File: src/hdl/adsbv_pkg.sv
// Package with the shared types, constants and angle table of the airborne velocity decoder.
`default_nettype none

package adsbv_pkg;

  typedef enum logic [1:0] {
    ST_OK          = 2'd0,
    ST_BAD_SUBTYPE = 2'd1,
    ST_NOT_AVAIL   = 2'd2
  } status_t;

  localparam logic [2:0] SUB_GND_NORMAL = 3'd1;
  localparam logic [2:0] SUB_GND_SUPER  = 3'd2;
  localparam logic [2:0] SUB_AIR_NORMAL = 3'd3;
  localparam logic [2:0] SUB_AIR_SUPER  = 3'd4;

  localparam logic [30:0] ANG_90     = 31'd1509949440;
  localparam logic [29:0] GAIN_Q30   = 30'd652032874;
  localparam logic [15:0] FULL_TURN  = 16'd46080;
  localparam logic [15:0] HALF_TURN  = 16'd23040;
  localparam logic [5:0]  HDG_SCALE  = 6'd45;
  localparam int          MAX_STEPS  = 32;

  localparam logic [31:0] ATAN_TAB [MAX_STEPS] = '{
    32'd754974720, 32'd445687602, 32'd235489088, 32'd119537938,
    32'd60000934,  32'd30029717,  32'd15018523,  32'd7509720,
    32'd3754917,   32'd1877466,   32'd938734,    32'd469367,
    32'd234684,    32'd117342,    32'd58671,     32'd29335,
    32'd14668,     32'd7334,      32'd3667,      32'd1833,
    32'd917,       32'd458,       32'd229,       32'd115,
    32'd57,        32'd29,        32'd14,        32'd7,
    32'd4,         32'd2,         32'd1,         32'd0
  };

  typedef struct packed {
    status_t            status;
    logic               src;
    logic [16:0]        spd;
    logic               hvalid;
    logic [15:0]        hdg;
    logic signed [15:0] vr;
    logic               cordic_en;
    logic               ew_neg;
    logic               ns_neg;
  } meta_t;

  typedef struct packed {
    logic signed [31:0] x;
    logic signed [31:0] y;
    logic signed [31:0] z;
    meta_t              meta;
  } cordic_word_t;

endpackage

`default_nettype wire

File: src/hdl/adsbv_cell.sv
// One CORDIC vectoring cell that rotates its word by a fixed step and hands it on.
`default_nettype none

module adsbv_cell
  import adsbv_pkg::*;
#(
  parameter int STEP = 0
) (
  input  wire logic          clk,
  input  wire logic          rst,
  input  wire logic          up_valid,
  output logic               up_ready,
  input  wire cordic_word_t  up_word,
  output logic               dn_valid,
  input  wire logic          dn_ready,
  output cordic_word_t       dn_word
);

  localparam logic [31:0] ATAN_STEP = ATAN_TAB[STEP];

  cordic_word_t       word_next;
  logic signed [31:0] dx;
  logic signed [31:0] dy;

  assign up_ready = !dn_valid || dn_ready;

  always_comb begin
    dx = up_word.y >>> STEP;
    dy = up_word.x >>> STEP;
    word_next = up_word;
    if (up_word.y >= 0) begin
      word_next.x = up_word.x + dx;
      word_next.y = up_word.y - dy;
      word_next.z = up_word.z + $signed(ATAN_STEP);
    end else begin
      word_next.x = up_word.x - dx;
      word_next.y = up_word.y + dy;
      word_next.z = up_word.z - $signed(ATAN_STEP);
    end
  end

  always_ff @(posedge clk) begin
    if (rst) begin
      dn_valid <= 1'b0;
    end else if (up_ready) begin
      dn_valid <= up_valid;
    end
  end

  always_ff @(posedge clk) begin
    if (up_ready && up_valid) begin
      dn_word <= word_next;
    end
  end

endmodule

`default_nettype wire

File: config.mk
export PLATFORM = sky130hd
export DESIGN_NAME = adsbv_cell
export DESIGN_NICKNAME = d
export VERILOG_FILES = /design/src/hdl/adsbv_pkg.sv /design/src/hdl/adsbv_cell.sv
export SDC_FILE = /design/constraint.sdc
export NUM_CORES = 1
export LEC_CHECK = 0
export BUFFER_PORTS_ARGS = -buffer_cell sky130_fd_sc_hd__buf_2
export CORE_ASPECT_RATIO = 0.5
export CORE_MARGIN = 5
export CORE_UTILIZATION = 49
export CTS_BUF_LIST = sky130_fd_sc_hd__clkbuf_4
export DETAILED_ROUTE_END_ITERATION = 6
export PLACE_DENSITY = 0.8
export SLEW_MARGIN = 0
export SYNTH_ARGS = -nofsm -noshare
export SYNTH_HDL_FRONTEND = slang
export SYNTH_SLANG_ARGS = --single-unit
File: constraint.sdc
create_clock -name clk -period 4.8 [get_ports clk]
set_clock_uncertainty 0.05 [all_clocks]
set_input_delay 0.96 -clock clk [delete_from_list [all_inputs] [get_ports clk]]
set_output_delay 0.96 -clock clk [all_outputs]
set_load 0.02 [all_outputs]
Yosys cells after proc, flatten, opt, wreduce, memory -nomap -nowiden:

Index checks and enable logic that the tools add are counted.

* equal/unequal tests: 0
* reductions and logical operators: 3
* order comparisons: 1
* div/mod/pow operators: 0
* bitwise gates (word level): 0
* muxes and demuxes: 1
* shift operators: 0
* add/subtract/negate cells: 5
* $mul: 0

Operator list (count)
* 96-bit two-way mux: 1
* 32-bit subtractor: 2
* 32-bit by 31-bit adder with 32-bit output, second input constant: 1
* 32-bit adder: 1
* 32-bit by 1-bit greater-or-equal comparator with 1-bit output, second input constant: 1
* 32-bit by 31-bit subtractor with 32-bit output, second input constant: 1
* 1-bit logical AND: 1
* 1-bit zero test: 1
* 1-bit logical OR: 1

* register bits after elaboration: 153
* output and inout bits: 154
* ROM bits: 0
* memory bits (writable): 0
* input port bits: 156
* logic and storage cells: 23
* bits in latches: 0
* memories kept: 0

Longest topological paths before layout:

* word-level depth: 3
* mapped depth: 12
* depth with buffers taken out: 12

Worst setup path before layout:

OpenSTA, ideal clock, no wires.

* path kind: input-to-reg
* start point: input dn_ready
* end point: register dn_word[0] (netlist name) (enable)
* slack: -496 ps
* setup time: 528 ps
* path buffers: 0
* data arrival time: 4717 ps
* cell stages on the path: 2
* data required time: 4222 ps
* cell sequence: nand2b_1 > and2_1

* cells in the longest elaborated chain, start to end: 2

RTL lines
* start: declaration: RTL line adsbv_cell.sv:15 `input wire logic dn_ready,`
* 1-bit logical OR: RTL line adsbv_cell.sv:25 `assign up_ready = !dn_valid || dn_ready;`
* 1-bit logical AND: RTL line adsbv_cell.sv:51 `if (up_ready && up_valid) begin`
* end signal: assignment: RTL line adsbv_cell.sv:52 `dn_word <= word_next;`
* end: declaration: RTL line adsbv_cell.sv:16 `output cordic_word_t dn_word`

Every way passes these cells.
A chain may end at the register's enable or synchronous reset.

==> results.py <==
metrics = {
    "run_status": {
        "status": "finished, final reports clean",
    },
    "placed_design": {
        "gp_congestion": 0.951,
        "io_buffers": 309,
        "dpl-instance-area_um2": 12200,
        "dp_slack_ns": 0.620,
        "dp.cells": 1600,
        "place_hpwl_um": 26500,
    },
    "layout": {
        "final_cell_mix": "buf_2 (309), edfxtp_1 (151), a21oi_1 (120)",
        "drive_gt1_frac": 0.273,
        "utilization": 0.602,
        "nFillCells": 1799,
        "syn_to_final_growth_pct": 20.2,
        "final_cell_count_no_fill": 1634,
        "fin_area_um2": 12400,
        "final_nets": 1601,
        "final_common_cell": "buf_2",
    },
    "detailed_routing": {
        "drtAntennaViolNets": 0,
        "drt_iter0_markers": 1025,
        "drcViolationCount": 0,
        "vias": 9315,
        "post_drt_wl_per_cell_um": 20.2,
        "via_per_inst": 5.70,
        "wl_um": 33100,
        "drtPass1Iterations": 6,
    },
    "setup_path": {
        "worstPathRequired_ns": 5.07,
        "crit_path_start_kind": "input pin",
        "regToRegEndpoint": "dn_word[118]",
        "crit_path_max_incr_delay_ns": 0.48,
        "path_class": "input pin to flop",
        "critPathBufInv": 2,
        "cp-end-kind": "flop",
        "crit_family": "compound AO/OA/AOI/OAI gates",
        "slowest_stage": "o21ai_0",
        "worstPathArrival_ns": 3.92,
        "path_max_fanout": 3,
        "r2r_cells": 3,
        "path_cells": "buf_2 > inv_1 > ha_1 > fa_1 > nand2b_1 > a21oi_1 > o41a_1 > a211oi_1 > o31a_1 > o21ai_0 > a21o_1 > o211ai_1 > xnor2_1",
        "worst_r2r_startpoint": "dn_valid",
        "crit_start": "up_word[88]",
        "reg2reg_slack_ns": 2.77,
    },
    "cts": {
        "ctsHoldBuffers": 0,
        "clk_latency_ns": 0.56,
        "cts_resized": 0,
        "clockBufferDepth": 2,
        "clkTransAtPathRegs_ns": 0.13,
        "cts_sinks": 152,
        "root_buffer": "clkbuf_4",
        "cts_buffers": 17,
        "cts-htree-levels": 4,
        "cts_setup_buffers": 0,
        "tritoncts": "built",
    },
    "synthesis": {
        "synthArstFlopShare": 0,
        "synth_top_flop_cell": "edfxtp_1",
        "yosys_warnings": 0,
        "syn_inst": 1049,
        "ys_seq_area_frac": 0.440,
        "synth_cell_types": 74,
        "synth_area_um2": 10300,
        "syn_avg_cell_area_um2": 9.86,
        "yosys_register_bits": 152,
        "synth-edff-count": 151,
        "syn-num-nets": 1304,
    },
    "job": {
        "drv_cap": 0,
    },
    "die": {
        "num_io_pins": 310,
        "dieArea_um2": 24300,
        "core-area_um2": 20600,
        "fp.dieH_um": 113,
        "die_x_um": 215,
        "num_rows": 37,
        "initial_core_util": 0.501,
    },
    "timing": {
        "rsz0062_at_grt": "false",
        "period_minus_slack_ns": 3.65,
        "finalWorstSetupSlack_ns": 1.15,
        "max_slew_margin": 0.454,
        "final-setup-viol-count": 0,
        "fmax_mhz": 274,
        "final_hold_viol_count": 0,
        "finalSetupTns_ns": 0,
        "period_share": 0.760,
        "hold_slack_ns": 0.482,
        "tightest_slew_ns": 0.819,
        "slew_violations": 0,
    },
    "hold_path": {
        "hold_end": "dn_valid",
        "holdPathStages": 2,
        "hold_class": "input pin to flop",
        "min_from": "rst",
    },
    "global_route": {
        "antenna_found_initial": 6,
        "grt_pass1_vias": 9023,
        "grtUsageTotal": 0.263,
        "grt_max_degree": 71,
        "grt_pass1_wl_um": 50800,
        "grt_overflow": 0,
    },
    "power": {
        "leakage_nw": 5.48,
        "total_power_mw": 3.65,
        "powerDensity_nw_per_um2": 294,
        "peakVddDrop_v": 0.000129,
    },
}
-- cells in the mapped netlist (3+ instances only) --
library cell | instances | share of area
a21boi_0 | 3 | 0.0022
o21bai_1 | 25 | 0.018
a22oi_1 | 3 | 0.0022
o21a_1 | 7 | 0.0051
edfxtp_1 | 151 | 0.44
nand2b_1 | 9 | 0.0054
o21ai_1 | 6 | 0.0029
nand3b_1 | 3 | 0.0022
nor2b_1 | 15 | 0.0091
o31ai_1 | 14 | 0.010
a21oi_1 | 120 | 0.058
nor3_1 | 26 | 0.013
or3_1 | 6 | 0.0036
nor2_1 | 88 | 0.032
inv_1 | 97 | 0.035
clkbuf_1 | 32 | 0.012
o21ai_0 | 58 | 0.028
xnor2_1 | 59 | 0.050
nand2_1 | 45 | 0.016
nor4_1 | 6 | 0.0036
xor2_1 | 8 | 0.0068
buf_1 | 9 | 0.0033
or2_2 | 5 | 0.0030
a21o_1 | 18 | 0.013
ha_1 | 96 | 0.12
and3_1 | 8 | 0.0048
mux2i_1 | 15 | 0.015
nand3_1 | 14 | 0.0068
o211ai_1 | 15 | 0.011
fa_1 | 3 | 0.0058
a31oi_1 | 13 | 0.0079
nand4_1 | 11 | 0.0067
a211oi_1 | 7 | 0.0051
-- where the power goes --
group / internal, mW / total (mW) / switching, mW
clock network: 0.264 / 0.762 / 0.497
registers: 1.63 / 1.66 / 0.0317
logic: 0.431 / 1.23 / 0.797
total: 2.33 / 3.65 / 1.33
-- sequential cells by signal, summed over array words and instances, names as in the netlist --
register,count
dn_word,151
dn_valid,1
-- cell type report --
cell class / instances / area (um2) / area share
multi-input combinational: 751 / 5230 / 0.421
clock buffer: 18 / 135 / 0.0109
tap: 273 / 342 / 0.0275
clock inverter: 13 / 120 / 0.00966
inverter: 101 / 379 / 0.0305
sequential: 152 / 4550 / 0.366
timing repair buffer: 323 / 1660 / 0.134
antenna: 3 / 7.51 / 0.000604
-- routing by layer --
metal	routed length, um	up-vias	track usage
met1	13800	4457	0.344
met5	50	-	0
li1	-	4372	-
met3	2640	54	0.0636
met4	527	6	0.0635
met2	16000	426	0.449
-- cell families (layout without fill, tap and decap cells) --
kind of cell,count (synthesis),in the layout,synth area share
AND/OR/NAND/NOR,247,247,0.114
multiplexers,16,16,0.0156
flip-flops,152,152,0.440
buffers and inverters,146,455,0.0540
adder cells (fa/ha/maj),100,100,0.123
AO/OA/AOI/OAI,321,321,0.196
other,0,3,0
XOR/XNOR,67,67,0.0568
-- worst reg2reg max path, stage by stage, from the launching register on --
cell and delay, ns:
dfxtp_1 0.33, nand2b_1 0.10, and2_4 0.58, buf_4 0.58
-- how the worst max path moves through the flow --
stage | slack (ns) | cells past startpoint | to
floorplan | 1.16 | 11 | dn_word[144]
detailed placement | 0.62 | 12 | dn_word[116]
CTS | 1.26 | 12 | dn_word[118]
global placement | 0.68 | 12 | dn_word[118]
global route | 1.06 | 12 | dn_word[144]
finish | 1.15 | 13 | dn_word[116]
Power figures use the tool's default switching activity.
