### config.mk
export PLATFORM = sky130hd
export DESIGN_NAME = adsbv_front
export DESIGN_NICKNAME = d
export VERILOG_FILES = /design/src/hdl/adsbv_pkg.sv /design/src/hdl/adsbv_front.sv
export SDC_FILE = /design/constraint.sdc
export NUM_CORES = 1
export LEC_CHECK = 0
export BUFFER_PORTS_ARGS = -buffer_cell sky130_fd_sc_hd__buf_4
export CAP_MARGIN = 40
export CORE_ASPECT_RATIO = 1.2
export CORE_MARGIN = 1
export CORE_UTILIZATION = 51
export DETAILED_ROUTE_END_ITERATION = 16
export MAX_ROUTING_LAYER = met4
export PLACE_DENSITY = 0.9
export SLEW_MARGIN = 5
export SYNTH_ARGS = -nofsm -noshare
export SYNTH_HDL_FRONTEND = slang
export SYNTH_SLANG_ARGS = --single-unit
### constraint.sdc
create_clock -name vclk -period 6.85
set_input_delay 0.3425 -clock vclk [all_inputs]
set_output_delay 0.3425 -clock vclk [all_outputs]
set_load 0.005 [all_outputs]
### src/hdl/adsbv_pkg.sv
// Package with the shared types, constants and angle table of the airborne velocity decoder.
`default_nettype none

package adsbv_pkg;

  typedef enum logic [1:0] {
    ST_OK          = 2'd0,
    ST_BAD_SUBTYPE = 2'd1,
    ST_NOT_AVAIL   = 2'd2
  } status_t;

  localparam logic [2:0] SUB_GND_NORMAL = 3'd1;
  localparam logic [2:0] SUB_GND_SUPER  = 3'd2;
  localparam logic [2:0] SUB_AIR_NORMAL = 3'd3;
  localparam logic [2:0] SUB_AIR_SUPER  = 3'd4;

  localparam logic [30:0] ANG_90     = 31'd1509949440;
  localparam logic [29:0] GAIN_Q30   = 30'd652032874;
  localparam logic [15:0] FULL_TURN  = 16'd46080;
  localparam logic [15:0] HALF_TURN  = 16'd23040;
  localparam logic [5:0]  HDG_SCALE  = 6'd45;
  localparam int          MAX_STEPS  = 32;

  localparam logic [31:0] ATAN_TAB [MAX_STEPS] = '{
    32'd754974720, 32'd445687602, 32'd235489088, 32'd119537938,
    32'd60000934,  32'd30029717,  32'd15018523,  32'd7509720,
    32'd3754917,   32'd1877466,   32'd938734,    32'd469367,
    32'd234684,    32'd117342,    32'd58671,     32'd29335,
    32'd14668,     32'd7334,      32'd3667,      32'd1833,
    32'd917,       32'd458,       32'd229,       32'd115,
    32'd57,        32'd29,        32'd14,        32'd7,
    32'd4,         32'd2,         32'd1,         32'd0
  };

  typedef struct packed {
    status_t            status;
    logic               src;
    logic [16:0]        spd;
    logic               hvalid;
    logic [15:0]        hdg;
    logic signed [15:0] vr;
    logic               cordic_en;
    logic               ew_neg;
    logic               ns_neg;
  } meta_t;

  typedef struct packed {
    logic signed [31:0] x;
    logic signed [31:0] y;
    logic signed [31:0] z;
    meta_t              meta;
  } cordic_word_t;

endpackage

`default_nettype wire

### src/hdl/adsbv_front.sv
// Field decoder that splits an ME word into result fields and the starting CORDIC vector.
`default_nettype none

module adsbv_front
  import adsbv_pkg::*;
(
  input  wire logic [55:0] me_field,
  output cordic_word_t     word
);

  logic [2:0]         st;
  logic [8:0]         vr_raw;
  logic [14:0]        vr_mag;
  logic signed [15:0] vr;
  logic [9:0]         ew_raw;
  logic [9:0]         ns_raw;
  logic [11:0]        ew;
  logic [11:0]        ns;
  logic [11:0]        as_val;
  logic [15:0]        hdg_air;

  always_comb begin
    st     = me_field[50:48];
    vr_raw = {me_field[17:16], me_field[15:9]};
    vr_mag = 15'({6'd0, vr_raw - 9'd1} << 6);
    if (vr_raw == 9'd0) begin
      vr = 16'sd0;
    end else if (me_field[18]) begin
      vr = -$signed({1'b0, vr_mag});
    end else begin
      vr = $signed({1'b0, vr_mag});
    end
    ew_raw  = {me_field[41:40], me_field[39:32]};
    ns_raw  = {me_field[30:24], me_field[23:21]};
    ew      = (st == SUB_GND_SUPER) ? {ew_raw - 10'd1, 2'b00} : {2'b00, ew_raw - 10'd1};
    ns      = (st == SUB_GND_SUPER) ? {ns_raw - 10'd1, 2'b00} : {2'b00, ns_raw - 10'd1};
    as_val  = (st == SUB_AIR_SUPER) ? {ns_raw - 10'd1, 2'b00} : {2'b00, ns_raw - 10'd1};
    hdg_air = {6'd0, ew_raw} * {10'd0, HDG_SCALE};

    word.x = $signed({4'd0, ns, 16'd0});
    word.y = $signed({4'd0, ew, 16'd0});
    word.z = 32'sd0;
    word.meta = '0;
    word.meta.status = ST_OK;
    word.meta.vr = vr;
    unique case (st) inside
      SUB_GND_NORMAL, SUB_GND_SUPER: begin
        if (ew_raw == 10'd0 || ns_raw == 10'd0) begin
          word.meta.status = ST_NOT_AVAIL;
        end else begin
          word.meta.hvalid    = 1'b1;
          word.meta.cordic_en = (ew != 12'd0) || (ns != 12'd0);
          word.meta.ew_neg    = me_field[42] && (ew != 12'd0);
          word.meta.ns_neg    = me_field[31] && (ns != 12'd0);
        end
      end
      SUB_AIR_NORMAL, SUB_AIR_SUPER: begin
        if (ns_raw == 10'd0) begin
          word.meta.status = ST_NOT_AVAIL;
        end else begin
          word.meta.src    = 1'b1;
          word.meta.spd    = {1'b0, as_val, 4'd0};
          word.meta.hvalid = me_field[42];
          word.meta.hdg    = me_field[42] ? hdg_air : 16'd0;
        end
      end
      default: begin
        word.meta.status = ST_BAD_SUBTYPE;
      end
    endcase
    if (word.meta.status != ST_OK) begin
      word.meta.vr = 16'sd0;
    end
  end

endmodule

`default_nettype wire

# Word-level counts from Yosys, hierarchy flattened
# Index checks and enable logic that the tools add are counted.
[word_totals] latchBits=0 reg_bits=0 ram_bits=0 output_inout_bits=152 n_memories=0 word_cells=38 romBits=0
[op_classes] n_lt_le_gt_ge=0 shifts=0 bitwise=0 reduce_logical=12 mux=17 n_eq_ne=4 n_div=0 n_mul=1 n_addsub=4
[ops] cell="16-bit 2-to-1 mux" n=5
[ops] cell="12-bit 2-to-1 mux" n=3
[ops] cell="35-bit 2-to-1 mux" n=1
[ops] cell="12-bit nonzero test" n=2
[ops] cell="10-bit zero test" n=2
[ops] cell="10-bit by 1-bit subtractor with 10-bit output, second input constant" n=2
[ops] cell="18-bit 2-to-1 mux" n=1
[ops] cell="10-bit by 6-bit multiplier with 16-bit output, second input constant" n=1
[ops] cell="15-bit negator with 16-bit output" n=1
[ops] cell="9-bit zero test" n=1
[ops] cell="9-bit by 1-bit subtractor with 9-bit output, second input constant" n=1
[ops] cell="3-bit by 2-bit == test with 1-bit output, second input constant" n=2
[ops] cell="3-bit 2-to-1 mux" n=2
[ops] cell="2-bit 2-to-1 mux" n=2
[ops] cell="2-bit case mux with 2 select lines" n=1
[ops] cell="2-bit OR reduction" n=2
[ops] cell="3-bit by 1-bit == test with 1-bit output, second input constant" n=1
[ops] cell="3-bit == test, second input constant" n=1
[ops] cell="1-bit logical AND" n=2
[ops] cell="1-bit logical OR" n=2
[ops] cell="1-bit case mux with 2 select lines" n=1
[ops] cell="2-bit nonzero test" n=1
[ops] cell="1-bit 2-to-1 mux" n=1

# Depth between registers and ports, before layout
[depth] depth_word=6 depth_mapped=14

# Worst setup path before layout
# No wires, ideal clock.
[synth_timing] kind="input to output" from="input port me_field[36]" to="output port word[31] (netlist bit)" stages=12 t_arrival_ns=3.223 setup_slack_ns=3.284 t_required_ns=6.508 path_buffers=0 cell_sequence="ha_1 > inv_1 > fa_1 > fa_1 > inv_1 > ha_1 > nor2b_1 > o21ai_0 > a21boi_0 > o21a_1 > o41ai_1 > mux2i_1"
[synth_rtl] item="start: declaration" line="adsbv_front.sv:7" source="input wire logic [55:0] me_field,"
[synth_rtl] item="end: declaration" line="adsbv_front.sv:8" source="output cordic_word_t word"

==> key figures <==
Status
  – Status: finished clean

Placement
  – Post-DP HPWL: about 7400 µm
  – Post-DP Area: around 4200 µm²
  – Final GP Congestion: 0.9700
  – # port buffers: 104

Timing
  – Slew margin rel.: 0.5627
  – Tightest Pin Transition: 653.5 ps
  – Fin Setup TNS: 0 ps
  – Minimum clock period: 4199 ps
  – RSZ-0062 raised after global routing: no
  – Max-slew violation total from the final report: 0
  – Final setup fails: 0
  – Tcrit/Tclk final: 0.6130
  – Final Hold Violating Endpoints: 0
  – Fmax: 238.1 MHz
  – Hold Slack: 992.7 ps

Worst setup path
  – Critical path type: input port to output port
  – CP endpoint kind: output port
  – Worst path arrival time: just under 4000 ps
  – CP Launch Type: input port
  – Worst-path fanout max: 13
  – WP data required: 6510 ps

Detailed routing
  – DRT met1 WL: ~3500 µm
  – DRT antenna net count: 0
  – Routed Wire Length: between 8000 and 9000 µm
  – Met2 wire length: 4765 µm
  – Via count: around 3,700
  – Iter 0 DRT Violations: ~220
  – WL met3: 592 µm
  – Avg Vias per Cell: 5.208
  – Pre-Repair DR Iteration Count: 4
  – DRC viols: 0
  – Top sig layer: met4
  – Wire per inst: 12.47 µm

Synth
  – Syn Area/Cell: a little under 7 µm²
  – Synth top area cells: buf_4 17%, ha_1 11%, nor2_1 7.5%, fa_1 7.4%, inv_1 5.5%
  – Yosys warnings: 0
  – Gate Count Post-Synth: ~550
  – Seq/Total Area, Yosys: 0
  – Post-synth top area share: 0.1709
  – Cell Area, Synth: between 3000 and 4000 µm²
  – Most area-hungry cell type in the Yosys netlist: buf_4
  – Yosys cell types: 71

Cells and area
  – Seq_cells: 0
  – Clock buf count: 0
  – Fillers: 681
  – Reg area: 0 µm²
  – # diodes: 0
  – Share of cells above drive strength 1: 0.2073
  – Area grow syn2layout: 11.49%
  – Most common cell after layout, fill and taps aside: buf_4
  – Util after Layout: 0.5858
  – Nets: 732
  – Design Area, Final: 4212 µm²
  – Most frequent cells in the layout: 105 x buf_4, 83 x conb_1, 75 x nor2_1

Power and ir drop
  – Leak Pwr: 2.140 nW
  – Switching fraction of total power: 0.5495
  – VDD IR max: 0.1127 mV
  – Reg power frac: 0
  – Logic gate share of total power: 1.000
  – Clock power share: 0
  – Internal Pwr Total: about 0.19 mW
  – Cell area power density: 100.5 nW/µm²
  – Psw: 0.2326 mW

Die
  – Total core area: 7189 µm²
  – Num ports: 208
  – Die Y: 96.28 µm
  – Cell row count: 34
  – Initial core utilization: 0.5254
  – Die W: between 80 and 90 µm
  – Die ar.: just under 8000 µm²

Clock tree
  – CTS Hold Bufs: 0
  – Post-CTS sizing: 0
  – Post-CTS Setup Inserts: 0

GRT
  – Initial antenna violation count: 0
  – Vias in the first global route: between 3,000 and 4,000
  – GRT Residual Overflow: 0
  – First-pass GRT wire length: ~14,000 µm
  – Largest net degree at the start of global routing: 30
  – Total track usage: 0.2250

Job
  – Max Cap Viol: 0

Hold path
  – Hold crit path type: input port to output port
==> final cells by class <==
| class | instances | area (µm²) | area share |
|---|---|---|---|
| Inverter | 55 | 206.4 | 0.04902 |
| Multi-Input combinational cell | 466 | 3089 | 0.7335 |
| Tap cell | 90 | 112.6 | 0.02674 |
| Timing Repair Buffer | 106 | 803.3 | 0.1907 |
==> cells in the mapped netlist, drive strengths merged, types with 3 or more instances <==
cell,number
o31ai,3
nand2b,4
nand3,11
a211oi,9
o211ai,5
buf,96
fa,14
o21ai,21
a21o,6
nand4b,3
xnor2,18
o21a,5
and3,6
nor3,19
or3b,3
mux2i,6
nand2,32
ha,33
nor3b,4
clkbuf,17
nor2,75
xor2,10
a21oi,33
a31oi,3
inv,55
and2,7
nand4,4
nor4,6
or2,6
a22oi,3
==> final timing paths <==
check | startpoint | end | cells after the start
worst min-delay path | me_field[32] | word[104] | 3
worst max-delay path | me_field[36] | word[31] | 14
==> layer usage <==
metal	vias to the layer above	GRT usage
met5	-	-
met1	1713	0.2649
met4	0	0.03274
met3	8	0.008531
li1	1856	-
met2	157	0.4280
==> power groups by stage <==
stage | logic, mW | clock network, mW | registers (mW)
floorplan | 0.326 | 0 | 0
global placement | 0.400 | 0 | 0
detailed placement | 0.417 | 0 | 0
CTS | 0.420 | 0 | 0
global route | 0.477 | 0 | 0
finish | 0.423 | 0 | 0
==> metrics by stage <==
step / std cells / total power, mW / worst slack [ps]
final: 717 / 0.4232 / 2651
after global routing: 717 / 0.4772 / 2489
after CTS: 717 / 0.4196 / 2711
after detailed placement: 717 / 0.4173 / 2728
after global placement: 716 / 0.4003 / 2825
after floorplan: 634 / 0.3265 / 3284
==> worst max-delay path, cell delays in order <==
cell      delay [ps]
buf_4            170
ha_1             330
inv_1             70
fa_1             510
fa_1             530
inv_1             40
ha_1             310
nor2b_1          150
o21ai_0          270
a21boi_0         180
o21a_1           240
o41ai_1          340
mux2i_1          240
buf_4            130
==> cell families (layout without fill, tap and decap cells) <==
family                     after synthesis  in the layout  synth area share
AOI/OAI and AO/OA                      108            108            0.1888
other                                    1             83         0.0009928
xor gates and xnor gates                28             28           0.06691
muxes                                    7              7           0.01888
and+or+nand+nor                        193            193            0.2759
buffers and inverters                  168            161            0.2650
adders and majority gates               47             47            0.1835
(Power assumes the default switching activity.)
