==> src/hdl/adsbv_pkg.sv <==
// Package with the shared types, constants and angle table of the airborne velocity decoder.
`default_nettype none

package adsbv_pkg;

  typedef enum logic [1:0] {
    ST_OK          = 2'd0,
    ST_BAD_SUBTYPE = 2'd1,
    ST_NOT_AVAIL   = 2'd2
  } status_t;

  localparam logic [2:0] SUB_GND_NORMAL = 3'd1;
  localparam logic [2:0] SUB_GND_SUPER  = 3'd2;
  localparam logic [2:0] SUB_AIR_NORMAL = 3'd3;
  localparam logic [2:0] SUB_AIR_SUPER  = 3'd4;

  localparam logic [30:0] ANG_90     = 31'd1509949440;
  localparam logic [29:0] GAIN_Q30   = 30'd652032874;
  localparam logic [15:0] FULL_TURN  = 16'd46080;
  localparam logic [15:0] HALF_TURN  = 16'd23040;
  localparam logic [5:0]  HDG_SCALE  = 6'd45;
  localparam int          MAX_STEPS  = 32;

  localparam logic [31:0] ATAN_TAB [MAX_STEPS] = '{
    32'd754974720, 32'd445687602, 32'd235489088, 32'd119537938,
    32'd60000934,  32'd30029717,  32'd15018523,  32'd7509720,
    32'd3754917,   32'd1877466,   32'd938734,    32'd469367,
    32'd234684,    32'd117342,    32'd58671,     32'd29335,
    32'd14668,     32'd7334,      32'd3667,      32'd1833,
    32'd917,       32'd458,       32'd229,       32'd115,
    32'd57,        32'd29,        32'd14,        32'd7,
    32'd4,         32'd2,         32'd1,         32'd0
  };

  typedef struct packed {
    status_t            status;
    logic               src;
    logic [16:0]        spd;
    logic               hvalid;
    logic [15:0]        hdg;
    logic signed [15:0] vr;
    logic               cordic_en;
    logic               ew_neg;
    logic               ns_neg;
  } meta_t;

  typedef struct packed {
    logic signed [31:0] x;
    logic signed [31:0] y;
    logic signed [31:0] z;
    meta_t              meta;
  } cordic_word_t;

endpackage

`default_nettype wire

==> src/hdl/adsbv_if.sv <==
// Handshake interfaces for the message and result channels of the velocity decoder.
`default_nettype none


interface adsbv_res_if;
  logic               valid;
  logic               ready;
  logic [1:0]         status;
  logic               speed_source;
  logic [16:0]        speed_sixteenths;
  logic               heading_valid;
  logic [15:0]        heading_units;
  logic signed [15:0] vertical_rate;

  modport source (output valid, output status, output speed_source,
                  output speed_sixteenths, output heading_valid,
                  output heading_units, output vertical_rate, input ready);
  modport sink (input valid, input status, input speed_source,
                input speed_sixteenths, input heading_valid,
                input heading_units, input vertical_rate, output ready);
endinterface

`default_nettype wire

==> src/hdl/adsbv_finish.sv <==
// Output stage that scales the CORDIC magnitude, folds the heading and holds the result.
`default_nettype none

module adsbv_finish
  import adsbv_pkg::*;
(
  input  wire logic         clk,
  input  wire logic         rst,
  input  wire logic         up_valid,
  output logic              up_ready,
  input  wire cordic_word_t up_word,
  adsbv_res_if.source       res
);

  logic [30:0] xc;
  logic [30:0] zc;
  logic [31:0] zr;
  logic [13:0] ang;
  logic [61:0] prod;
  logic [61:0] prod_rnd;
  logic [15:0] hdg_raw;
  logic [15:0] hdg;
  logic [16:0] spd;

  assign up_ready = !res.valid || res.ready;

  always_comb begin
    xc = (up_word.x < 0) ? 31'd0 : up_word.x[30:0];
    if (up_word.z < 0) begin
      zc = 31'd0;
    end else if (up_word.z > $signed({1'b0, ANG_90})) begin
      zc = ANG_90;
    end else begin
      zc = up_word.z[30:0];
    end
    zr       = {1'b0, zc} + 32'd65536;
    ang      = zr[30:17];
    prod     = 62'(xc) * 62'(GAIN_Q30);
    prod_rnd = prod + (62'd1 << 41);
    case ({up_word.meta.ew_neg, up_word.meta.ns_neg})
      2'b11:   hdg_raw = HALF_TURN + {2'd0, ang};
      2'b10:   hdg_raw = FULL_TURN - {2'd0, ang};
      2'b01:   hdg_raw = HALF_TURN - {2'd0, ang};
      default: hdg_raw = {2'd0, ang};
    endcase
    hdg = (hdg_raw >= FULL_TURN) ? hdg_raw - FULL_TURN : hdg_raw;
    spd = prod_rnd[58:42];
  end

  always_ff @(posedge clk) begin
    if (rst) begin
      res.valid <= 1'b0;
    end else if (up_ready) begin
      res.valid <= up_valid;
    end
  end

  always_ff @(posedge clk) begin
    if (up_ready && up_valid) begin
      res.status           <= up_word.meta.status;
      res.speed_source     <= up_word.meta.src;
      res.heading_valid    <= up_word.meta.hvalid;
      res.vertical_rate    <= up_word.meta.vr;
      res.speed_sixteenths <= up_word.meta.cordic_en ? spd : up_word.meta.spd;
      res.heading_units    <= up_word.meta.cordic_en ? hdg : up_word.meta.hdg;
    end
  end

endmodule

`default_nettype wire

==> src/flat_wrapper.sv <==
// flat-port wrapper written by rule: the top's interface ports become plain ports
module adsbv_finish_flat import adsbv_pkg::*;
  (clk, rst, up_valid, up_ready, up_word, res_valid, res_status, res_speed_source, res_speed_sixteenths, res_heading_valid, res_heading_units, res_vertical_rate, res_ready);
  adsbv_res_if res_i ();
  input  wire logic clk;
  input  wire logic rst;
  input  wire logic up_valid;
  output logic up_ready;
  input  wire cordic_word_t up_word;
  output wire logic [$bits(res_i.valid)-1:0] res_valid;
  output wire logic [$bits(res_i.status)-1:0] res_status;
  output wire logic [$bits(res_i.speed_source)-1:0] res_speed_source;
  output wire logic [$bits(res_i.speed_sixteenths)-1:0] res_speed_sixteenths;
  output wire logic [$bits(res_i.heading_valid)-1:0] res_heading_valid;
  output wire logic [$bits(res_i.heading_units)-1:0] res_heading_units;
  output wire logic [$bits(res_i.vertical_rate)-1:0] res_vertical_rate;
  input wire logic [$bits(res_i.ready)-1:0] res_ready;
  assign res_valid = res_i.valid;
  assign res_status = res_i.status;
  assign res_speed_source = res_i.speed_source;
  assign res_speed_sixteenths = res_i.speed_sixteenths;
  assign res_heading_valid = res_i.heading_valid;
  assign res_heading_units = res_i.heading_units;
  assign res_vertical_rate = res_i.vertical_rate;
  assign res_i.ready = res_ready;
  adsbv_finish u_core (.clk(clk), .rst(rst), .up_valid(up_valid), .up_ready(up_ready), .up_word(up_word), .res(res_i));
endmodule
==> config.mk <==
export PLATFORM = sky130hd
export DESIGN_NAME = adsbv_finish_flat
export DESIGN_NICKNAME = d
export VERILOG_FILES = /design/src/hdl/adsbv_pkg.sv /design/src/hdl/adsbv_if.sv /design/src/hdl/adsbv_finish.sv /design/src/flat_wrapper.sv
export SDC_FILE = /design/constraint.sdc
export NUM_CORES = 1
export LEC_CHECK = 0
export ABC_AREA = 1
export ABC_CLOCK_PERIOD_IN_PS = 7720
export BUFFER_PORTS_ARGS = -buffer_cell sky130_fd_sc_hd__clkbuf_2
export CAP_MARGIN = 20
export CORE_ASPECT_RATIO = 0.9
export CORE_MARGIN = 5
export CORE_UTILIZATION = 57
export CTS_BUF_LIST = sky130_fd_sc_hd__clkbuf_8
export DETAILED_ROUTE_END_ITERATION = 10
export PLACE_DENSITY = 0.82
export REMOVE_ABC_BUFFERS = 1
export SYNTH_ARGS = -nofsm -noshare
export SYNTH_HDL_FRONTEND = slang
export SYNTH_SLANG_ARGS = --single-unit
==> constraint.sdc <==
create_clock -name clk -period 7.72 [get_ports clk]
set_input_delay 0.772 -clock clk [delete_from_list [all_inputs] [get_ports clk]]
set_output_delay 0.772 -clock clk [all_outputs]
set_load 0.02 [all_outputs]
### After elaboration in Yosys (flattened, before gate mapping)

Cells that the tools add are included.
W data, S select, Z words.

* bits in registers: 54
* logic and storage cells: 31

* add/subtract/negate cells: 6
* $mul: 1
* $lt $le $gt $ge: 4
* eq/ne operators: 3
* mux-type cells: 7
* reductions and logical operators: 3

Operator list (number)
* $mux W31: 3
* $lt A32 B1 Y1 const B: 2
* $add A59 B42 Y59 const B: 1
* $mul A31 B29 Y58 const B: 1
* $pmux W16 S3: 1
* $gt A32 B32 Y1 const B: 1
* $mux W16: 2
* $add A31 B17 Y31 const B: 1
* $mux W17: 1
* $add A15 B14 Y16 const A: 1
* $ge A16 B16 Y1 const B: 1
* $sub A15 B14 Y16 const A: 1
* $sub A16 B14 Y16 const A: 1
* $sub A16 B16 Y16 const B: 1
* $eq A2 B2 Y1 const B: 2
* $eq A2 B1 Y1 const B: 1
* $logic_and A1 B1 Y1: 1
* $logic_not A1 Y1: 1
* $logic_or A1 B1 Y1: 1

### Longest topological paths before layout

Gate-level depths: netlist (run 1).

* word-level depth: 9
* gate-level depth with buffers: 44
* depth with buffers taken out: 43

### Worst setup path before layout (run 1)

No wires, ideal clock.

* path type: input to register
* from: input up_word[151] (netlist bit)
* to: register u_core.res.speed_sixteenths[15] (data pin)
* library setup time: 267 ps
* arrival: 8044 ps
* slack: -592 ps
* cell stages on the path: 36
* buffers on the path: 1
* cell sequence: clkbuf_1 -> nor2_1 -> inv_1 -> nor2_1 -> nor2_1 -> ha_1 -> or2_2 -> inv_1 -> fa_1 -> inv_1 -> fa_1 -> fa_1 -> fa_1 -> fa_1 -> fa_1 -> inv_1 -> fa_1 -> inv_1 -> ha_1 -> nand2_1 -> o21ai_0 -> nand2_1 -> a21oi_1 -> nor2_1 -> nand3_1 -> xor2_1 -> ha_1 -> nand2_1 -> nor2_1 -> nand3_1 -> inv_1 -> nand2_1 -> nor2_1 -> nand2_1 -> xnor2_1 -> o21ai_0

* longest elaborated chain between the ends: 5

Ends and longest elaborated chain
* start: declaration: line flat_wrapper.sv:9 `input wire cordic_word_t up_word;`
* $lt A32 B1 Y1: line adsbv_finish.sv:28 `xc = (up_word.x < 0) ? 31'd0 : up_word.x[30:0];`
* $mux W31: line adsbv_finish.sv:28
* $mul A31 B29 Y58: line adsbv_finish.sv:38 `prod = 62'(xc) * 62'(GAIN_Q30);`
* $add A59 B42 Y59: line adsbv_finish.sv:39 `prod_rnd = prod + (62'd1 << 41);`
* $mux W17: line adsbv_finish.sv:64 `res.speed_sixteenths <= up_word.meta.cordic_en ? spd : up_word.meta.spd;`
* end signal: assignment: line adsbv_finish.sv:64
* end: declaration: line adsbv_if.sv:16 `output speed_sixteenths, output heading_valid,`

Every way passes these cells.
A chain may end at the register's enable or synchronous reset.

### Worst setup path in the final report (run 1)

* from: input up_word[151] (netlist bit)
* to: register u_core.res.speed_sixteenths[16] (data pin)

The elaborated chain is that of the path after synthesis.

==> out/results.ini, run 1 <==
[run_status]
status = finished, violations left
violations = negative setup slack

[die]
io_pins = 211
start_util_pct = 57.9
core_um2 = 37400
fp.dieH_um = 195
die_w_um = 215
rows = 67
die_area_um2 = 42000

[synth]
seq_area_frac_synth_pct = 7.44
ys_async_sr_fraction_pct = 0
syn_area_um2 = 21700
ys_warn_count = 0
yosysTopAreaCellShare_pct = 39.8
yosys.area.top_type = fa_1
synth_edf_count = 53
ys_ff_latch = 54
synth_flop_cell = edfxtp_1
synth.distinct_cells = 49
avgSynthCellArea_um2 = 8.79
synth.area.top_cells = fa_1 40%, ha_1 20%, inv_1 13%
synthCells = 2463

[critical_path]
critPathSlowestCell = fa_1
required_ns = 7.92
reg2reg_from = u_core.res.valid
worst_ep_arrival_time_ns = 8.26
startpoint = up_word[151]
crit_top_cell = nand2_1
path_class = in2reg
rrSetupSlack_ns = 5.96
max_stage_delay_ns = 0.59
cp_max_fo = 7
start_kind = input port
critPathCaptureType = register

[sta]
worst_pin_slew_ns = 0.745
finalClockSkew_ns = 0.00719
max_freq_ghz = 0.124
max_slew_margin_pct = 49.8
finalCriticalPeriod_ns = 8.07
fin_crit_sh_pct = 105
maxSlewViolCount = 0
setup_ws_ns = -0.348
finalHoldViolations = 0
rsz0062_at_grt = yes
setup_viol = 13

[detailed_routing]
drc = 0
dr_total_vias = 18900
viasPerCell = 5.39
drt_wl_total_mm = 70.9
dr.pass1.iters = 8
ant_nets = 0
drt_iter0_drc = 1596
wl_per_cell_um = 20.2

[job]
drv_cap = 0

[cts]
root_buffer = clkbuf_8
cts_hold_buf = 0
clkLatencyLatePin_ns = 0.32
h-tree-depth = 2
cts_buffers = 5
max-clock-path-buffers = 2
cts_tree = yes
clkSinkCount = 54
clk_pin_slew_worst_paths_ns = 0.10

[final_layout]
drive_gt1_share_pct = 31.7
design_area_um2 = 28100
antenna_cells = 0
nNetsFinal = 3958
area_delta_synth_final_pct = 29.9
layout_commonest_cell = inv_1
final_cell_mix = 697 x inv_1, 398 x fa_1, 379 x buf_4, 273 x ha_1, 265 x nand2_1

[global_routing]
grt_max_degree = 37
grt_overflow = 0
grt_pass1_wl_mm = 107
grt_usage_pct = 32.5
grt_pass1_vias = 20400
grt_antenna_before_repair = 1

[min_path]
hp-class = reg2reg
min-delay-start = u_core.res.valid

[placed_design]
numPortBuffers = 178
placed_area_um2 = 25800
dp_hpwl_mm = 59.4
gp_congestion = 1.04

==> flip-flops by register name, summed over array words and instances, names as in the netlist <==
signal	flops
u_core.res.speed_source	1
u_core.res.vertical_rate	16
u_core.res.valid	1
u_core.res.speed_sixteenths	17
u_core.res.status	2
u_core.res.heading_valid	1
u_core.res.heading_units	16
==> final cells by class <==
type / count / area, um2
well taps: 483 / 604
clock buffers: 5 / 68.8
repair buffers: 575 / 4040
flip-flops and latches: 54 / 1610
clock inverters: 3 / 11.3
multi-input cells: 1644 / 18900
fillers: 2533 / 9250
inverters: 751 / 2850
==> critical path, delay by kind of cell <==
family,cells,cell delay (ns)
AO/OA/AOI/OAI,1,0.17
XOR/XNOR,2,0.53
adder cells (fa/ha/maj),9,3.84
buffers and inverters,10,1.14
AND/OR/NAND/NOR,16,1.78
==> path summary, 6_finish.rpt <==
| path | endpoint | cells after the start |
|---|---|---|
| hold / removal | u_core.res.valid | 2 |
| setup reg to reg | u_core.res.speed_sixteenths[14] | 2 |
| hold reg to reg | u_core.res.valid | 2 |
| setup / recovery | u_core.res.speed_sixteenths[16] | 38 |
==> synth_stat cells, types with 2 or more instances <==
cell / n
o21bai_1: 5
nand2_1: 306
o21ai_1: 3
nand3_2: 3
nor2_4: 6
a31oi_1: 15
clkbuf_1: 9
a21o_1: 2
or2_2: 4
xor2_1: 33
o21ai_0: 67
fa_1: 431
nor3_1: 11
nor2_1: 169
and3_1: 3
edfxtp_1: 53
inv_2: 7
nand3b_1: 2
o211ai_1: 3
inv_1: 743
buf_6: 2
xnor2_1: 18
nand4_1: 14
a21boi_0: 2
ha_1: 340
nor2_2: 5
nor4_1: 5
a21oi_1: 81
nand3_1: 79
o21a_1: 4
nand4_2: 3
a211oi_1: 2
nand2_2: 14
buf_1: 2
nand2_4: 3
==> logic make-up (layout without fill, tap and decap cells) <==
family	Yosys count	count (layout)	share of synthesized area (%)
buffers and inverters	765	1334	13.4
AOI/OAI and AO/OA	192	192	4.95
xor gates and xnor gates	51	51	2.06
adders and majority gates	771	771	59.5
DFF	54	54	7.44
and+or+nand+nor	630	630	12.7
==> per-stage QoR <==
| step | cells | hold slack, ns | setup WS [ns] | setup TNS, ns | util, % |
|---|---|---|---|---|---|
| 2_1_floorplan | 2449 | 0.705 | -0.608 | -4.58 | - |
| 3_3_place_gp | 3466 | 0.519 | -0.931 | -11.63 | 69.0 |
| 3_5_place_dp | 3466 | 0.526 | -1.04 | -12.57 | 69.0 |
| 4_1_cts | 3491 | 0.540 | -0.0454 | -0.165 | 72.0 |
| 5_1_grt | 3515 | 0.570 | -0.569 | -5.03 | 75.2 |
| 6_report | 3515 | 0.552 | -0.348 | -2.49 | 75.2 |
==> routing by layer <==
| metal | wire length, um | vias up | GRT usage [%] |
|---|---|---|---|
| met3 | 6710 | 206 | 10.1 |
| met2 | 33400 | 841 | 53.9 |
| met1 | 28200 | 9338 | 42.4 |
| met4 | 2550 | 2 | 6.94 |
| li1 | - | 8546 | - |
| met5 | 8 | - | 0 |
==> repair_timing <==
action	4_1_cts	5_1_grt
pin swaps	55	140
gates resized for setup	195	248
setup buffers	15	26
endpoints found under the setup margin	16	16
gates cloned	2	0
Power of run 1 is left out: the tool's default activity adds up to more than one toggle a clock period on the data nets, which glitch-free logic cannot reach.
==> run 2, diff against run 1 <==
Settings changed: BUFFER_PORTS_ARGS -buffer_cell sky130_fd_sc_hd__clkbuf_2 to unset, CORE_UTILIZATION 57 to 60, DONT_BUFFER_PORTS set to 1, PLACE_DENSITY 0.82 to 0.81, SKIP_CTS_REPAIR_TIMING set to 1.
==> run 2 against run 1 <==
  * The run still ends with negative setup slack left
  * Die area decreased by 4.8%
  * Sequential share of layout area increased by 0.38 points
  * Non-clock buffer count decreased by 205
  * Clock-buffer cell count unchanged
  * Sequential cell count unchanged
  * Critical path depth decreased by 2
  * Worst setup slack improved by 0.14 ns
==> out/results.ini, run 2 (synthesis gave the netlist of run 1 again) <==
[run_status]
status = finished, violations left
violations = negative setup slack

[sta]
max_freq_ghz = 0.126  ; +1.7%
rsz0062_at_grt = yes
tns_ns = -1.29  ; +1.19 ns
hold_slack_ns = 0.509  ; -0.0434 ns
setup_viol = 9  ; -4
finalCriticalPeriod_ns = 7.93  ; -0.136 ns
finalHoldViolations = 0  ; unchanged
finalClockSkew_ns = 0.00575  ; -0.00143 ns
setup_ws_ns = -0.212  ; +0.136 ns
maxSlewViolCount = 0  ; unchanged
fin_crit_sh_pct = 103  ; -1.8 points
worst_pin_slew_ns = 0.728  ; -0.0165 ns
max_slew_margin_pct = 51.4  ; +1.6 points

[die]
io_pins = 211  ; unchanged
rows = 66  ; -1.5%
fp.dieH_um = 190  ; -2.4%
core_um2 = 35900  ; -3.9%
start_util_pct = 60.3  ; +2.4 points
die_w_um = 210  ; -2.4%
die_area_um2 = 40000  ; -4.8%

[cts]
cts_tree = yes
clkSinkCount = 54  ; unchanged
root_buffer = clkbuf_8
h-tree-depth = 2  ; unchanged
clkLatencyLatePin_ns = 0.31  ; about the same
clk_pin_slew_worst_paths_ns = 0.10  ; about the same
max-clock-path-buffers = 2  ; unchanged
cts_buffers = 5  ; unchanged

[final_layout]
largest_registers = u_core.res.speed_sixteenths x17, u_core.res.heading_units x16, u_core.res.vertical_rate x16
final_cell_mix = 717 x inv_1, 416 x fa_1, 352 x buf_4, 288 x ha_1, 279 x nand2_1
drive_gt1_share_pct = 23.1  ; -8.6 points
largest_reg_flops = 17  ; unchanged
area_delta_synth_final_pct = 21.8
layout_commonest_cell = inv_1
multi_input_area_um2 = 18300  ; -3.2%
n_fill_cell = 2528  ; -0.20%
nNetsFinal = 3753  ; -5.2%
top_register = u_core.res.speed_sixteenths
seqCellArea_um2 = 1610  ; unchanged

[detailed_routing]
wl_met3_mm = 5.53  ; -18%
top_layer = met5
drt_wl_total_mm = 64.2  ; -9.5%
met1_length_mm = 26.0  ; -7.9%
ant_nets = 0  ; unchanged
dr.pass1.iters = 6  ; -2
drt_iter0_drc = 1462  ; -8.4%
route.met2.wl_mm = 30.9  ; -7.6%
viasPerCell = 5.41  ; +0.40%
dr_total_vias = 17900  ; -5.6%
wl_per_cell_um = 19.4  ; -3.7%
drc = 0  ; unchanged

[placed_design]
numPortBuffers = 0  ; -100%
gp_congestion = 1.04  ; +0.47%
dp_hpwl_mm = 55.7  ; -6.2%

[min_path]
hp-class = in2reg
min_path_cells = 1  ; -1

[critical_path]
crit_family = adder cells
reg2regPathDepth = 2  ; unchanged
rrSetupSlack_ns = 6.03  ; +0.07 ns
path_depth = 36  ; -5.3%
start_kind = input port
required_ns = 7.80  ; -0.12 ns
crit_buf_inv = 11  ; +1
critPathCaptureType = register
cp_max_fo = 13  ; +6
path_class = in2reg
critPathSlowestCell = fa_1
max_stage_delay_ns = 0.54  ; -0.05 ns
worst_ep_arrival_time_ns = 8.01  ; -0.25 ns
crit_top_cell = fa_1

[global_routing]
grt_antenna_before_repair = 1  ; unchanged
grt_max_degree = 50  ; +35%
grt_usage_pct = 31.2  ; -1.2 points
grt_overflow = 0  ; unchanged
grt_pass1_wl_mm = 98.5  ; -8.2%
grt_pass1_vias = 18900  ; -7.5%

[job]
drv_cap = 0  ; unchanged

[run 2: cell types whose count changed in the layout (fill, tap and decap cells not counted), moves of 10 or more]
| cell | change |
|---|---|
| inv_1 | +20 |
| buf_4 | -27 |
| fa_1 | +18 |
| o21ai_0 | +12 |
| ha_4 | -15 |
| clkbuf_2 | -177 |
| fa_2 | -18 |
| nor2_4 | -16 |
| nor2_1 | +20 |
| o21ai_1 | -10 |
| ha_1 | +15 |
| inv_2 | -16 |
| nand2_1 | +14 |
[run 2: metrics by stage]
step / setup slack, ns / cell area [um2] / utilization [%] / instances
3_3_place_gp: -0.549 / 24900 / 69.3 / 3280
5_1_grt: -0.416 / 26400 / 73.4 / 3303
4_1_cts: -0.524 / 25000 / 69.6 / 3288
2_1_floorplan: -0.608 / 21600 / - / 2449
6_report: -0.212 / 26400 / 73.4 / 3304
3_5_place_dp: -0.836 / 24900 / 69.3 / 3280
[run 2: final timing paths]
| kind | startpoint | endpoint |
|---|---|---|
| hold reg to reg | u_core.res.valid | u_core.res.valid |
| setup reg to reg | u_core.res.valid | u_core.res.speed_sixteenths[8] |
| hold / removal | rst | u_core.res.valid |
| setup / recovery | up_word[151] | u_core.res.speed_sixteenths[16] |
[run 2: worst reg2reg max path: stages (launching register included)]
cell and delay [ns]:
dfxtp_1 0.44, a21oi_4 0.31, buf_4 0.56
[run 2: layout make-up]
class                      instances  share of cell area (%)
tap                              476                    2.26
timing repair buffer             370                    10.9
clock buffer                       5                   0.261
multi-input combinational       1644                    69.6
clock inverter                     3                   0.161
sequential                        54                    6.11
antenna                            1                 0.00949
inverter                         751                    10.7
[run 2: routing by layer]
metal,vias up,track usage (%)
li1,8146,-
met1,8827,43.7
met2,754,51.6
met3,138,6.12
met4,2,6.15
met5,-,0
Power of run 2 is left out for the same reason.
